## src/rtl/cccv_pkg.sv

```systemverilog
// Types and constants of the CC/CV charge controller.
`timescale 1ns / 1ps

package cccv_pkg;

    // Charge mode as carried on the result word
    typedef enum logic [1:0] {
        MODE_CC      = 2'd0,
        MODE_CV      = 2'd1,
        MODE_CHARGED = 2'd2,
        MODE_ERROR   = 2'd3
    } mode_t;

    // Register file geometry
    localparam int CFG_INDEX_W = 3;
    localparam int CFG_DATA_W  = 15;
    localparam int LEVEL_W     = 15;
    localparam int INIT_DUTY_W = 10;
    localparam int DUTY_PORT_W = 10;

    // Register indexes
    localparam logic [CFG_INDEX_W-1:0] CFG_CC_TARGET_CURRENT = 3'd0;
    localparam logic [CFG_INDEX_W-1:0] CFG_CV_TARGET_VOLTAGE = 3'd1;
    localparam logic [CFG_INDEX_W-1:0] CFG_CC_TO_CV_VOLTAGE  = 3'd2;
    localparam logic [CFG_INDEX_W-1:0] CFG_CUTOFF_CURRENT    = 3'd3;
    localparam logic [CFG_INDEX_W-1:0] CFG_FLOOR_CURRENT     = 3'd4;
    localparam logic [CFG_INDEX_W-1:0] CFG_INITIAL_DUTY      = 3'd5;

    // Register reset values
    localparam logic [LEVEL_W-1:0]     RST_CC_TARGET_CURRENT = 15'd1000;
    localparam logic [LEVEL_W-1:0]     RST_CV_TARGET_VOLTAGE = 15'd4200;
    localparam logic [LEVEL_W-1:0]     RST_CC_TO_CV_VOLTAGE  = 15'd4100;
    localparam logic [LEVEL_W-1:0]     RST_CUTOFF_CURRENT    = 15'd100;
    localparam logic [LEVEL_W-1:0]     RST_FLOOR_CURRENT     = 15'd10;
    localparam logic [INIT_DUTY_W-1:0] RST_INITIAL_DUTY      = 10'd100;

    // Configuration register set
    typedef struct packed {
        logic [LEVEL_W-1:0]     cc_target_current;
        logic [LEVEL_W-1:0]     cv_target_voltage;
        logic [LEVEL_W-1:0]     cc_to_cv_voltage;
        logic [LEVEL_W-1:0]     cutoff_current;
        logic [LEVEL_W-1:0]     floor_current;
        logic [INIT_DUTY_W-1:0] initial_duty;
    } cfg_t;

endpackage

```

## src/rtl/cccv_sample_if.sv

```systemverilog
// Valid/ready channel carrying one current/voltage sample word.
`timescale 1ns / 1ps

interface cccv_sample_if #(
    parameter int SAMPLE_WIDTH = 16
);
    logic                           valid;
    logic                           ready;
    logic signed [SAMPLE_WIDTH-1:0] measured_current;
    logic signed [SAMPLE_WIDTH-1:0] measured_voltage;
    logic                           fault;
    logic                           reset_request;

    modport source (
        output valid, measured_current, measured_voltage, fault, reset_request,
        input  ready
    );
    modport sink (
        input  valid, measured_current, measured_voltage, fault, reset_request,
        output ready
    );
endinterface

```

## src/rtl/cccv_result_if.sv

```systemverilog
// Valid/ready channel carrying one duty/mode result word.
`timescale 1ns / 1ps

interface cccv_result_if;
    logic       valid;
    logic       ready;
    logic [9:0] duty;
    logic [1:0] mode;

    modport source (
        output valid, duty, mode,
        input  ready
    );
    modport sink (
        input  valid, duty, mode,
        output ready
    );
endinterface

```

## src/rtl/cc_cv_charge_controller_core.sv

```systemverilog
// CC/CV charge controller core: input register, control tick and result register.
`timescale 1ns / 1ps

// Takes one sample word per clock and returns one result word per sample,
// in order. A word is registered on entry, its tick is evaluated against the
// mode and duty registers, and the result is registered at the output, so
// the result word is presented from the result register after the sample
// has left the entry register. The mode and duty registers are updated in
// the same edge that loads the result register, which sets the sustained
// rate at one word per cycle. Input ready drops only while the entry stage
// holds a word and a result waits on a stalled sink. Registers are written
// through cfg_we / cfg_index / cfg_data and should only be changed while no
// sample is in flight. No clearing pass runs after reset.
module cc_cv_charge_controller_core #(
    parameter int DUTY_FULL_SCALE = 1000,
    parameter int SAMPLE_WIDTH    = 16
) (
    input  logic                                 clk,
    input  logic                                 rst_n,
    cccv_sample_if.sink                          samples,
    cccv_result_if.source                        results,
    input  logic                                 cfg_we,
    input  logic [cccv_pkg::CFG_INDEX_W-1:0]     cfg_index,
    input  logic [cccv_pkg::CFG_DATA_W-1:0]      cfg_data
);
    import cccv_pkg::*;

    localparam int DW = $clog2(DUTY_FULL_SCALE + 1);

    cfg_t                           cfg_reg;

    logic                           s1_valid_reg;
    logic signed [SAMPLE_WIDTH-1:0] s1_current_reg;
    logic signed [SAMPLE_WIDTH-1:0] s1_voltage_reg;
    logic                           s1_fault_reg;
    logic                           s1_reset_req_reg;

    mode_t                          mode_reg;
    logic [DW-1:0]                  duty_reg;
    mode_t                          mode_next;
    logic [DW-1:0]                  duty_next;

    logic                           out_valid_reg;
    logic [DUTY_PORT_W-1:0]         out_duty_reg;
    mode_t                          out_mode_reg;

    logic                           advance;
    logic                           s1_ready;

    // Handshake: entry stage moves when the result register is free or drains
    assign advance       = !out_valid_reg || results.ready;
    assign s1_ready      = !s1_valid_reg || advance;
    assign samples.ready = s1_ready;

    // Configuration registers
    always_ff @(posedge clk or negedge rst_n)
    begin
        if (!rst_n)
        begin
            cfg_reg.cc_target_current <= RST_CC_TARGET_CURRENT;
            cfg_reg.cv_target_voltage <= RST_CV_TARGET_VOLTAGE;
            cfg_reg.cc_to_cv_voltage  <= RST_CC_TO_CV_VOLTAGE;
            cfg_reg.cutoff_current    <= RST_CUTOFF_CURRENT;
            cfg_reg.floor_current     <= RST_FLOOR_CURRENT;
            cfg_reg.initial_duty      <= RST_INITIAL_DUTY;
        end
        else if (cfg_we)
        begin
            unique case (cfg_index)
                CFG_CC_TARGET_CURRENT: cfg_reg.cc_target_current <= cfg_data[LEVEL_W-1:0];
                CFG_CV_TARGET_VOLTAGE: cfg_reg.cv_target_voltage <= cfg_data[LEVEL_W-1:0];
                CFG_CC_TO_CV_VOLTAGE:  cfg_reg.cc_to_cv_voltage  <= cfg_data[LEVEL_W-1:0];
                CFG_CUTOFF_CURRENT:    cfg_reg.cutoff_current    <= cfg_data[LEVEL_W-1:0];
                CFG_FLOOR_CURRENT:     cfg_reg.floor_current     <= cfg_data[LEVEL_W-1:0];
                CFG_INITIAL_DUTY:      cfg_reg.initial_duty      <= cfg_data[INIT_DUTY_W-1:0];
                default:               cfg_reg <= cfg_reg;
            endcase
        end
    end

    // Entry stage: valid flag
    always_ff @(posedge clk or negedge rst_n)
    begin
        if (!rst_n)
            s1_valid_reg <= 1'b0;
        else if (s1_ready)
            s1_valid_reg <= samples.valid;
    end

    // Entry stage: payload
    always_ff @(posedge clk)
    begin
        if (s1_ready && samples.valid)
        begin
            s1_current_reg   <= samples.measured_current;
            s1_voltage_reg   <= samples.measured_voltage;
            s1_fault_reg     <= samples.fault;
            s1_reset_req_reg <= samples.reset_request;
        end
    end

    // Control tick
    cccv_step #(
        .DUTY_FULL_SCALE (DUTY_FULL_SCALE),
        .SAMPLE_WIDTH    (SAMPLE_WIDTH)
    ) u_cccv_step (
        .mode_cur         (mode_reg),
        .duty_cur         (duty_reg),
        .measured_current (s1_current_reg),
        .measured_voltage (s1_voltage_reg),
        .fault            (s1_fault_reg),
        .reset_request    (s1_reset_req_reg),
        .cfg              (cfg_reg),
        .mode_next        (mode_next),
        .duty_next        (duty_next)
    );

    // Mode and duty state, updated once per word
    always_ff @(posedge clk or negedge rst_n)
    begin
        if (!rst_n)
        begin
            mode_reg <= MODE_CC;
            duty_reg <= '0;
        end
        else if (s1_valid_reg && advance)
        begin
            mode_reg <= mode_next;
            duty_reg <= duty_next;
        end
    end

    // Result register: valid flag
    always_ff @(posedge clk or negedge rst_n)
    begin
        if (!rst_n)
            out_valid_reg <= 1'b0;
        else if (advance)
            out_valid_reg <= s1_valid_reg;
    end

    // Result register: payload
    always_ff @(posedge clk)
    begin
        if (s1_valid_reg && advance)
        begin
            out_duty_reg <= DUTY_PORT_W'(duty_next);
            out_mode_reg <= mode_next;
        end
    end

    assign results.valid = out_valid_reg;
    assign results.duty  = out_duty_reg;
    assign results.mode  = out_mode_reg;

endmodule

```

## src/rtl/cccv_step.sv

```systemverilog
// One control tick: next charge mode and duty from the current state and a sample.
`timescale 1ns / 1ps

module cccv_step #(
    parameter int DUTY_FULL_SCALE = 1000,
    parameter int SAMPLE_WIDTH    = 16
) (
    input  cccv_pkg::mode_t                               mode_cur,
    input  logic [$clog2(DUTY_FULL_SCALE+1)-1:0]          duty_cur,
    input  logic signed [SAMPLE_WIDTH-1:0]                measured_current,
    input  logic signed [SAMPLE_WIDTH-1:0]                measured_voltage,
    input  logic                                          fault,
    input  logic                                          reset_request,
    input  cccv_pkg::cfg_t                                cfg,
    output cccv_pkg::mode_t                               mode_next,
    output logic [$clog2(DUTY_FULL_SCALE+1)-1:0]          duty_next
);
    import cccv_pkg::*;

    localparam int DW       = $clog2(DUTY_FULL_SCALE + 1);
    localparam int COARSE   = DUTY_FULL_SCALE / 100;
    localparam int FINE_RAW = DUTY_FULL_SCALE / 1000;
    localparam int FINE     = (FINE_RAW > 0) ? FINE_RAW : 1;
    // compare width: widest operand plus room for a factor of up to 107
    localparam int MW       = ((SAMPLE_WIDTH > LEVEL_W + 1) ? SAMPLE_WIDTH : LEVEL_W + 1) + 8;
    localparam int IW       = (DW > INIT_DUTY_W) ? DW : INIT_DUTY_W;

    localparam logic [DW-1:0] FS_D     = DW'(DUTY_FULL_SCALE);
    localparam logic [DW-1:0] COARSE_D = DW'(COARSE);
    localparam logic [DW-1:0] FINE_D   = DW'(FINE);
    localparam logic [IW-1:0] FS_I     = IW'(DUTY_FULL_SCALE);

    logic signed [MW-1:0] cur_x;
    logic signed [MW-1:0] vol_x;
    logic signed [MW-1:0] ti_x;
    logic signed [MW-1:0] tv_x;
    logic signed [MW-1:0] ctv_x;
    logic signed [MW-1:0] cutoff_x;
    logic signed [MW-1:0] floor_x;
    logic                 vol_nonneg;

    logic [DW:0]          sum_c;
    logic [DW:0]          sum_f;
    logic [DW-1:0]        up_c;
    logic [DW-1:0]        dn_c;
    logic [DW-1:0]        up_f;
    logic [DW-1:0]        dn_f;
    logic [IW-1:0]        init_ext;
    logic [DW-1:0]        init_sat;

    // Operand alignment: samples sign-extended, levels zero-extended
    assign cur_x      = MW'(measured_current);
    assign vol_x      = MW'(measured_voltage);
    assign ti_x       = MW'({1'b0, cfg.cc_target_current});
    assign tv_x       = MW'({1'b0, cfg.cv_target_voltage});
    assign ctv_x      = MW'({1'b0, cfg.cc_to_cv_voltage});
    assign cutoff_x   = MW'({1'b0, cfg.cutoff_current});
    assign floor_x    = MW'({1'b0, cfg.floor_current});
    assign vol_nonneg = !measured_voltage[SAMPLE_WIDTH-1];

    // Saturating duty steps
    assign sum_c = {1'b0, duty_cur} + {1'b0, COARSE_D};
    assign sum_f = {1'b0, duty_cur} + {1'b0, FINE_D};
    assign up_c  = (sum_c > {1'b0, FS_D}) ? FS_D : sum_c[DW-1:0];
    assign up_f  = (sum_f > {1'b0, FS_D}) ? FS_D : sum_f[DW-1:0];
    assign dn_c  = (duty_cur > COARSE_D) ? (duty_cur - COARSE_D) : '0;
    assign dn_f  = (duty_cur > FINE_D) ? (duty_cur - FINE_D) : '0;

    // Initial duty clipped to full scale
    assign init_ext = IW'(cfg.initial_duty);
    assign init_sat = (init_ext > FS_I) ? FS_D : init_ext[DW-1:0];

    // Mode transitions and duty update
    always_comb
    begin
        mode_next = mode_cur;
        duty_next = duty_cur;
        if (fault)
        begin
            mode_next = MODE_ERROR;
            duty_next = '0;
        end
        else
        begin
            unique case (mode_cur)
                MODE_CC:
                begin
                    priority if (cur_x < floor_x)
                        duty_next = init_sat;
                    else if (cur_x * MW'(10) <= ti_x * MW'(3))
                        duty_next = up_c;
                    else if (cur_x * MW'(10) >= ti_x * MW'(13))
                        duty_next = dn_c;
                    else if (cur_x * MW'(20) <= ti_x * MW'(17))
                        duty_next = up_f;
                    else if (cur_x * MW'(20) >= ti_x * MW'(23))
                        duty_next = dn_f;
                    else
                        duty_next = duty_cur;
                    if (vol_x >= ctv_x)
                        mode_next = MODE_CV;
                end
                MODE_CV:
                begin
                    // outer +-7% band, then inner +-2% band
                    priority if (vol_x * MW'(100) >= tv_x * MW'(107))
                        duty_next = dn_f;
                    else if (vol_x * MW'(100) <= tv_x * MW'(93) && vol_nonneg)
                        duty_next = up_f;
                    else if (vol_x * MW'(50) >= tv_x * MW'(51))
                        duty_next = dn_f;
                    else if (vol_x * MW'(50) <= tv_x * MW'(49) && vol_nonneg)
                        duty_next = up_f;
                    else
                        duty_next = duty_cur;
                    if (cur_x <= cutoff_x)
                    begin
                        mode_next = MODE_CHARGED;
                        duty_next = '0;
                    end
                end
                MODE_CHARGED, MODE_ERROR:
                begin
                    duty_next = '0;
                    if (reset_request)
                        mode_next = MODE_CC;
                end
                default:
                begin
                    mode_next = mode_cur;
                    duty_next = '0;
                end
            endcase
        end
    end

endmodule

```

## src/flat_wrapper.sv

```systemverilog
// flat-port wrapper written by rule: the top's interface ports become plain ports
module cc_cv_charge_controller_core_flat import cccv_pkg::*;
#(
    parameter int DUTY_FULL_SCALE = 1000,
    parameter int SAMPLE_WIDTH    = 16
)
  (clk, rst_n, cfg_we, cfg_index, cfg_data, samples_valid, samples_measured_current, samples_measured_voltage, samples_fault, samples_reset_request, samples_ready, results_valid, results_duty, results_mode, results_ready);
  cccv_sample_if #(.SAMPLE_WIDTH(SAMPLE_WIDTH)) samples_i ();
  cccv_result_if results_i ();
  input  logic clk;
  input  logic rst_n;
  input  logic cfg_we;
  input  logic [cccv_pkg::CFG_INDEX_W-1:0] cfg_index;
  input  logic [cccv_pkg::CFG_DATA_W-1:0] cfg_data;
  input wire logic [$bits(samples_i.valid)-1:0] samples_valid;
  input wire logic [$bits(samples_i.measured_current)-1:0] samples_measured_current;
  input wire logic [$bits(samples_i.measured_voltage)-1:0] samples_measured_voltage;
  input wire logic [$bits(samples_i.fault)-1:0] samples_fault;
  input wire logic [$bits(samples_i.reset_request)-1:0] samples_reset_request;
  output wire logic [$bits(samples_i.ready)-1:0] samples_ready;
  output wire logic [$bits(results_i.valid)-1:0] results_valid;
  output wire logic [$bits(results_i.duty)-1:0] results_duty;
  output wire logic [$bits(results_i.mode)-1:0] results_mode;
  input wire logic [$bits(results_i.ready)-1:0] results_ready;
  assign samples_i.valid = samples_valid;
  assign samples_i.measured_current = samples_measured_current;
  assign samples_i.measured_voltage = samples_measured_voltage;
  assign samples_i.fault = samples_fault;
  assign samples_i.reset_request = samples_reset_request;
  assign samples_ready = samples_i.ready;
  assign results_valid = results_i.valid;
  assign results_duty = results_i.duty;
  assign results_mode = results_i.mode;
  assign results_i.ready = results_ready;
  cc_cv_charge_controller_core #(.DUTY_FULL_SCALE(DUTY_FULL_SCALE), .SAMPLE_WIDTH(SAMPLE_WIDTH)) u_core (.clk(clk), .rst_n(rst_n), .samples(samples_i), .results(results_i), .cfg_we(cfg_we), .cfg_index(cfg_index), .cfg_data(cfg_data));
endmodule
```

## config.mk

```make
export PLATFORM = sky130hd
export DESIGN_NAME = cc_cv_charge_controller_core_flat
export DESIGN_NICKNAME = d
export VERILOG_FILES = /design/src/rtl/cccv_pkg.sv /design/src/rtl/cccv_sample_if.sv /design/src/rtl/cccv_result_if.sv /design/src/rtl/cc_cv_charge_controller_core.sv /design/src/rtl/cccv_step.sv /design/src/flat_wrapper.sv
export SDC_FILE = /design/constraint.sdc
export NUM_CORES = 1
export LEC_CHECK = 0
export ABC_CLOCK_PERIOD_IN_PS = 12100
export BUFFER_PORTS_ARGS = -buffer_cell sky130_fd_sc_hd__buf_2
export CAP_MARGIN = 20
export CORE_MARGIN = 3
export CORE_UTILIZATION = 60
export DETAILED_ROUTE_END_ITERATION = 10
export PLACE_DENSITY = 0.8
export SLEW_MARGIN = 20
export SYNTH_ARGS = -nofsm -noshare
export SYNTH_HDL_FRONTEND = slang
export SYNTH_SLANG_ARGS = --single-unit
```

## constraint.sdc

```tcl
create_clock -name clk -period 12.1 [get_ports clk]
set_clock_uncertainty 0.15 [all_clocks]
set_input_delay 3.025 -clock clk [delete_from_list [all_inputs] [get_ports clk]]
set_output_delay 3.025 -clock clk [all_outputs]
set_load 0.02 [all_outputs]
```

==> results of run 1 <==
## how the worst max path moves through the flow
stage | slack [ps] | cells after the start | start | to
6_report | 3610 | 29 | u_core.cfg_reg[59] | u_core.duty_reg[8]
5_1_grt | 3030 | 29 | u_core.cfg_reg[59] | u_core.duty_reg[8]
4_1_cts | 3710 | 29 | u_core.cfg_reg[59] | u_core.duty_reg[8]
3_5_place_dp | 3840 | 29 | u_core.cfg_reg[59] | u_core.duty_reg[8]
3_3_place_gp | 3930 | 29 | u_core.cfg_reg[59] | u_core.duty_reg[8]
2_1_floorplan | 5290 | 29 | u_core.cfg_reg[58] | u_core.duty_reg[2]
## cells by family after synthesis
kind of cell / Yosys count / synth area share
AND/OR/NAND/NOR: 632 / 0.1273
buffers and inverters: 477 / 0.07307
AO/OA/AOI/OAI: 637 / 0.1667
adder cells (fa/ha/maj): 694 / 0.4020
XOR/XNOR: 156 / 0.05549
flip-flops: 145 / 0.1577
multiplexers: 39 / 0.01763
## stage by stage
| step | util | cells | instance area (um^2) | hold WS [ps] |
|---|---|---|---|---|
| 2_1_floorplan | - | 2780 | 24620 | 307.2 |
| 3_3_place_gp | 0.6395 | 3354 | 25640 | 314.1 |
| 3_5_place_dp | 0.6395 | 3354 | 25640 | 344.8 |
| 4_1_cts | 0.6546 | 3386 | 26250 | 353.7 |
| 5_1_grt | 0.6546 | 3386 | 26250 | 384.2 |
| 6_report | 0.6546 | 3386 | 26250 | 354.8 |
## cell type report
type / count / share of cell area
multi-input combinational: 2158 / 0.7224
sequential: 145 / 0.1480
inverter: 436 / 0.06235
tap: 525 / 0.02503
timing repair buffer: 90 / 0.01916
clock buffer: 17 / 0.01621
clock inverter: 15 / 0.006912
## placed cells by master (no fill, tap or decap), types with 35 or more instances in the layout
cell type,n
a21oi_1,162
a21o_1,42
dfrtp_1,79
nand2b_1,46
nand2_1,169
fa_1,162
nor3_1,58
buf_2,69
xnor2_1,95
inv_1,435
o21ai_0,174
edfxtp_1,46
nand4_1,35
ha_1,532
xor2_1,61
nand3_1,69
nor2_1,123
## routing by layer
| layer | vias to the layer above | GRT usage | wire length, um |
|---|---|---|---|
| li1 | 9889 | - | - |
| met1 | 10300 | 0.4353 | 30500 |
| met2 | 805 | 0.5907 | 35770 |
| met3 | 226 | 0.05014 | 4960 |
| met4 | 0 | 0.1748 | 4341 |
| met5 | - | 0 | 0 |
==> metrics.csv, run 1 <==
metric,value,unit
CP max stage cell,o21ai_1,
worst reg2reg endpoint,u_core.duty_reg[8],
async set-reset flop share out of synthesis,0.6828,
"top cells by area, synth","ha_1 (27%), fa_1 (13%), dfrtp_1 (8.0%), inv_1 (6.6%), edfxtp_1 (5.6%)",
status,"complete, no violations",
hold path depth,1,
ys flop type,dfrtp_1,
multi-input logic area,18960,um^2
number of synthesized flops with an enable pin,46,
floorplan row count,73,
I/O Buffers,70,
max-slew violations,0,
Layout area overhead,6.601,%
largest net degree at the start of global routing,63,
Final setup violation count,0,
clk slew on worst S/H paths,80,ps
actual slew at the worst max-slew pin,1115,ps
reg2reg start,u_core.cfg_reg[59],
dpl ws,3843,ps
ANT nets after route,0,
die width,208.6,um
setup TNS,0,ps
H-Tree Depth,4,
Slew HR,0.2378,
final hold vios,0,
syn avg cell area,8.857,um^2
vias in the first global route,21990,
cell mode on critical path,ha_1,
Ports,71,
routability congestion estimate,1.004,
arrival time worst endpoint,8680,ps
worst path bufs/invs,3,
Largest register FFs,85,
clk_lat worst skew,460,ps
vias,21220,
Crit Path Category,reg -> reg,
die area,43510,um^2
Max-Cap Viols,0,
diode count,0,
max incr delay on CP,660,ps
Synth warnings,0,
Tot GR Track Use,0.3482,
sequential area share after synthesis,0.1577,
layout net count,3599,
Critical Path Start Type,flip-flop,
synthesized net count,3531,
max frequency,117.8,MHz
post-synth top area cell,ha_1,
CP endpoint kind,flip-flop,
Reg area,3884,um^2
crit-path leading delay family,compound AO/OA/AOI/OAI gates,
clk root buf,clkbuf_16,
TritonCTS clock tree,yes,
TritonCTS Buffers,17,
drt first pass iters,7,
Core Area,40100,um^2
half-perimeter wire length after placement,61750,um
reg2reg path depth,29,
minimum clock period after layout,8491,ps
RSZ-0062 raised after global routing,false,
global-route wire length before repair,119700,um
Hold Crit Start,u_core.s1_valid_reg,
fillcell total,3353,
initial core utilization,0.6141,
share of the synthesized area in the top cell type,0.2703,
Hold Crit Endpoint,u_core.results.valid,
gr ovfl total,0,
Die Y,208.6,um
CP max FO,11,
most instantiated cells after synthesis,"ha_1 (532), inv_1 (435), o21ai_0 (174)",
CTS resizes,0,
cts hold-fix bufs,0,
final worst path period share,0.7018,
Min-Delay Path Class,reg -> reg,
fin worst setup slack,3609,ps
routed wire length,75560,um
Seq cells post-synth,145,
layout cells sized above 1,0.07969,
most common cell in the netlist,ha_1,
initial antenna violation count,0,
reg-to-reg setup timing slack,3610,ps
DRT iter0 DRCs,1346,
Post-Synthesis Cells,2780,
# clock sinks,145,
Post-CTS Repair Setup Buffers,0,
CP required,12290,ps
mapped cell area,24620,um^2
post-synthesis cell type count,87,
deepest clock path buffer count,2,
Via density,6.268,
DRC Markers,0,
WL/cell,22.32,um
Power of run 1 is not shown: default switching activity piles up to over one toggle a cycle in this logic, so the estimate is an artifact.
==> run 2: changes to the inputs <==
--- a/config.mk
+++ b/config.mk
@@ -5,7 +5,7 @@
 export SDC_FILE = /design/constraint.sdc
 export NUM_CORES = 1
 export LEC_CHECK = 0
-export ABC_CLOCK_PERIOD_IN_PS = 12100
+export ABC_CLOCK_PERIOD_IN_PS = 8840
 export BUFFER_PORTS_ARGS = -buffer_cell sky130_fd_sc_hd__buf_2
 export CAP_MARGIN = 20
 export CORE_MARGIN = 3
==> constraint.sdc (replaced) <==
create_clock -name clk -period 8.84 [get_ports clk]
set_clock_uncertainty 0.15 [all_clocks]
set_input_delay 2.21 -clock clk [delete_from_list [all_inputs] [get_ports clk]]
set_output_delay 2.21 -clock clk [all_outputs]
set_load 0.02 [all_outputs]
==> metrics.csv, run 2 (synthesized netlist as in run 1, its figures left out) <==
metric,value,unit,change
Placed Area,25690,um^2,+0.18%
Min-Delay Path Class,reg -> reg,,
die area,43510,um^2,unchanged
routability congestion estimate,0.9892,,-1.5%
status,"complete, no violations",,
"commonest non-fill, non-tap cell in the layout",ha_1,,
max-slew violations,0,,unchanged
TritonCTS Buffers,17,,unchanged
gr ovfl total,0,,unchanged
initial antenna violation count,2,,+2
reg2reg path depth,28,,-3.4%
largest net degree at the start of global routing,58,,-7.9%
layout net count,3605,,+0.17%
clk slew on worst S/H paths,70,ps,about the same
reg-to-reg setup timing slack,700,ps,-2910 ps
WL/cell,22.06,um,-1.2%
CP endpoint kind,flip-flop,,
CTS resizes,0,,unchanged
layout cells sized above 1,0.08092,,+0.001228
Ports,71,,unchanged
Critical Path Start Type,flip-flop,,
minimum clock period after layout,8142,ps,-349.4 ps
max incr delay on CP,630,ps,-30 ps
deepest clock path buffer count,2,,unchanged
Layout area overhead,6.529,%,about the same
drt first pass iters,7,,unchanged
# clock sinks,145,,unchanged
routed wire length,74850,um,-0.95%
Largest register FFs,85,,unchanged
Crit Path Category,reg -> reg,,
I/O Buffers,70,,unchanged
reg2reg start,u_core.cfg_reg[59],,
worst reg2reg endpoint,u_core.duty_reg[8],,
final hold vios,0,,unchanged
Via density,6.270,,about the same
Final setup violation count,0,,unchanged
H-Tree Depth,4,,unchanged
actual slew at the worst max-slew pin,1035,ps,-79.08 ps
half-perimeter wire length after placement,61490,um,-0.42%
most frequent cells in the layout,"ha_1 (532), inv_1 (435), o21ai_0 (174)",,
Max-Cap Viols,0,,unchanged
global-route wire length before repair,117800,um,-1.5%
cts hold-fix bufs,0,,unchanged
final worst path period share,0.9210,,+0.2193
clk root buf,clkbuf_16,,
Slew HR,0.3097,,+0.07193
Final Instance Area,26230,um^2,about the same
CP max stage cell,a2111oi_0,,
multi-input logic area,18970,um^2,about the same
TritonCTS clock tree,yes,,
vias,21270,,+0.24%
Critical Path Sink,u_core.duty_reg[8],,
fillcell total,3310,,-1.3%
Die Y,208.6,um,unchanged
max frequency,122.8,MHz,+4.3%
CP max FO,11,,unchanged
worst hold slack,357.0,ps,+2.121 ps
CP required,9050,ps,-3240 ps
Reg area,3884,um^2,unchanged
arrival time worst endpoint,8360,ps,-320 ps
ANT nets after route,0,,unchanged
floorplan row count,73,,unchanged
CP startpoint,u_core.cfg_reg[59],,
DRT iter0 DRCs,1419,,+5.4%
Core Area,40100,um^2,unchanged
initial core utilization,0.6141,,unchanged
clk_lat worst skew,490,ps,+30 ps
Tot GR Track Use,0.3454,,-0.002768
RSZ-0062 raised after global routing,false,,
setup TNS,0,ps,unchanged
DRC Markers,0,,unchanged
Post-CTS Repair Setup Buffers,0,,unchanged
die width,208.6,um,unchanged
vias in the first global route,21830,,-0.70%
## run 2: cell types whose count changed in the layout (fill, tap and decap cells not counted), sizes merged
cell,before,now
inv,443,438
clkinv,8,6
buf,90,96
clkbuf,17,21
diode,0,1
clkinvlp,0,3
## run 2: worst min-delay path by stage
stage                         from                   end  slack, ps  cells past startpoint
2_1_floorplan  u_core.s1_valid_reg  u_core.results.valid        310                      1
3_3_place_gp   u_core.s1_valid_reg  u_core.results.valid        310                      1
3_5_place_dp   u_core.s1_valid_reg  u_core.results.valid        350                      1
4_1_cts        u_core.s1_valid_reg  u_core.results.valid        360                      1
5_1_grt         u_core.cfg_reg[39]    u_core.cfg_reg[39]        370                      1
6_report       u_core.s1_valid_reg  u_core.results.valid        360                      1
## run 2: cell type report
cell class	instances	area share
antenna	1	0.00009540
clock inverter	11	0.003148
timing repair buffer	96	0.02089
clock buffer	21	0.01717
tap	525	0.02504
inverter	436	0.06239
sequential	145	0.1481
multi-input combinational	2158	0.7232
## run 2: through the flow
| step | cells | utilization | setup WS (ps) |
|---|---|---|---|
| CTS | 3392 | 0.6539 | 757.8 |
| global route | 3392 | 0.6541 | 132.7 |
| finish | 3393 | 0.6542 | 698.2 |
| global placement | 3360 | 0.6406 | 910.0 |
| floorplan | 2780 | - | 2028 |
| detailed placement | 3360 | 0.6407 | 807.1 |
## run 2: critical path, delay by kind of cell, from the launching register on
family	cells	cell delay (ps)
buf+inv	3	440
flops	1	540
simple gates	3	650
compound gates	15	3550
fa+ha+maj	6	2610
xor+xnor	1	70
## run 2: routing by layer
layer	global-route usage	share of wire	up-vias
li1	-	-	9931
met1	0.4276	0.41	10330
met2	0.5818	0.47	803
met3	0.05795	0.065	206
met4	0.1794	0.057	2
met5	0	0.00017	-
Power of run 2 is left out for the same reason.
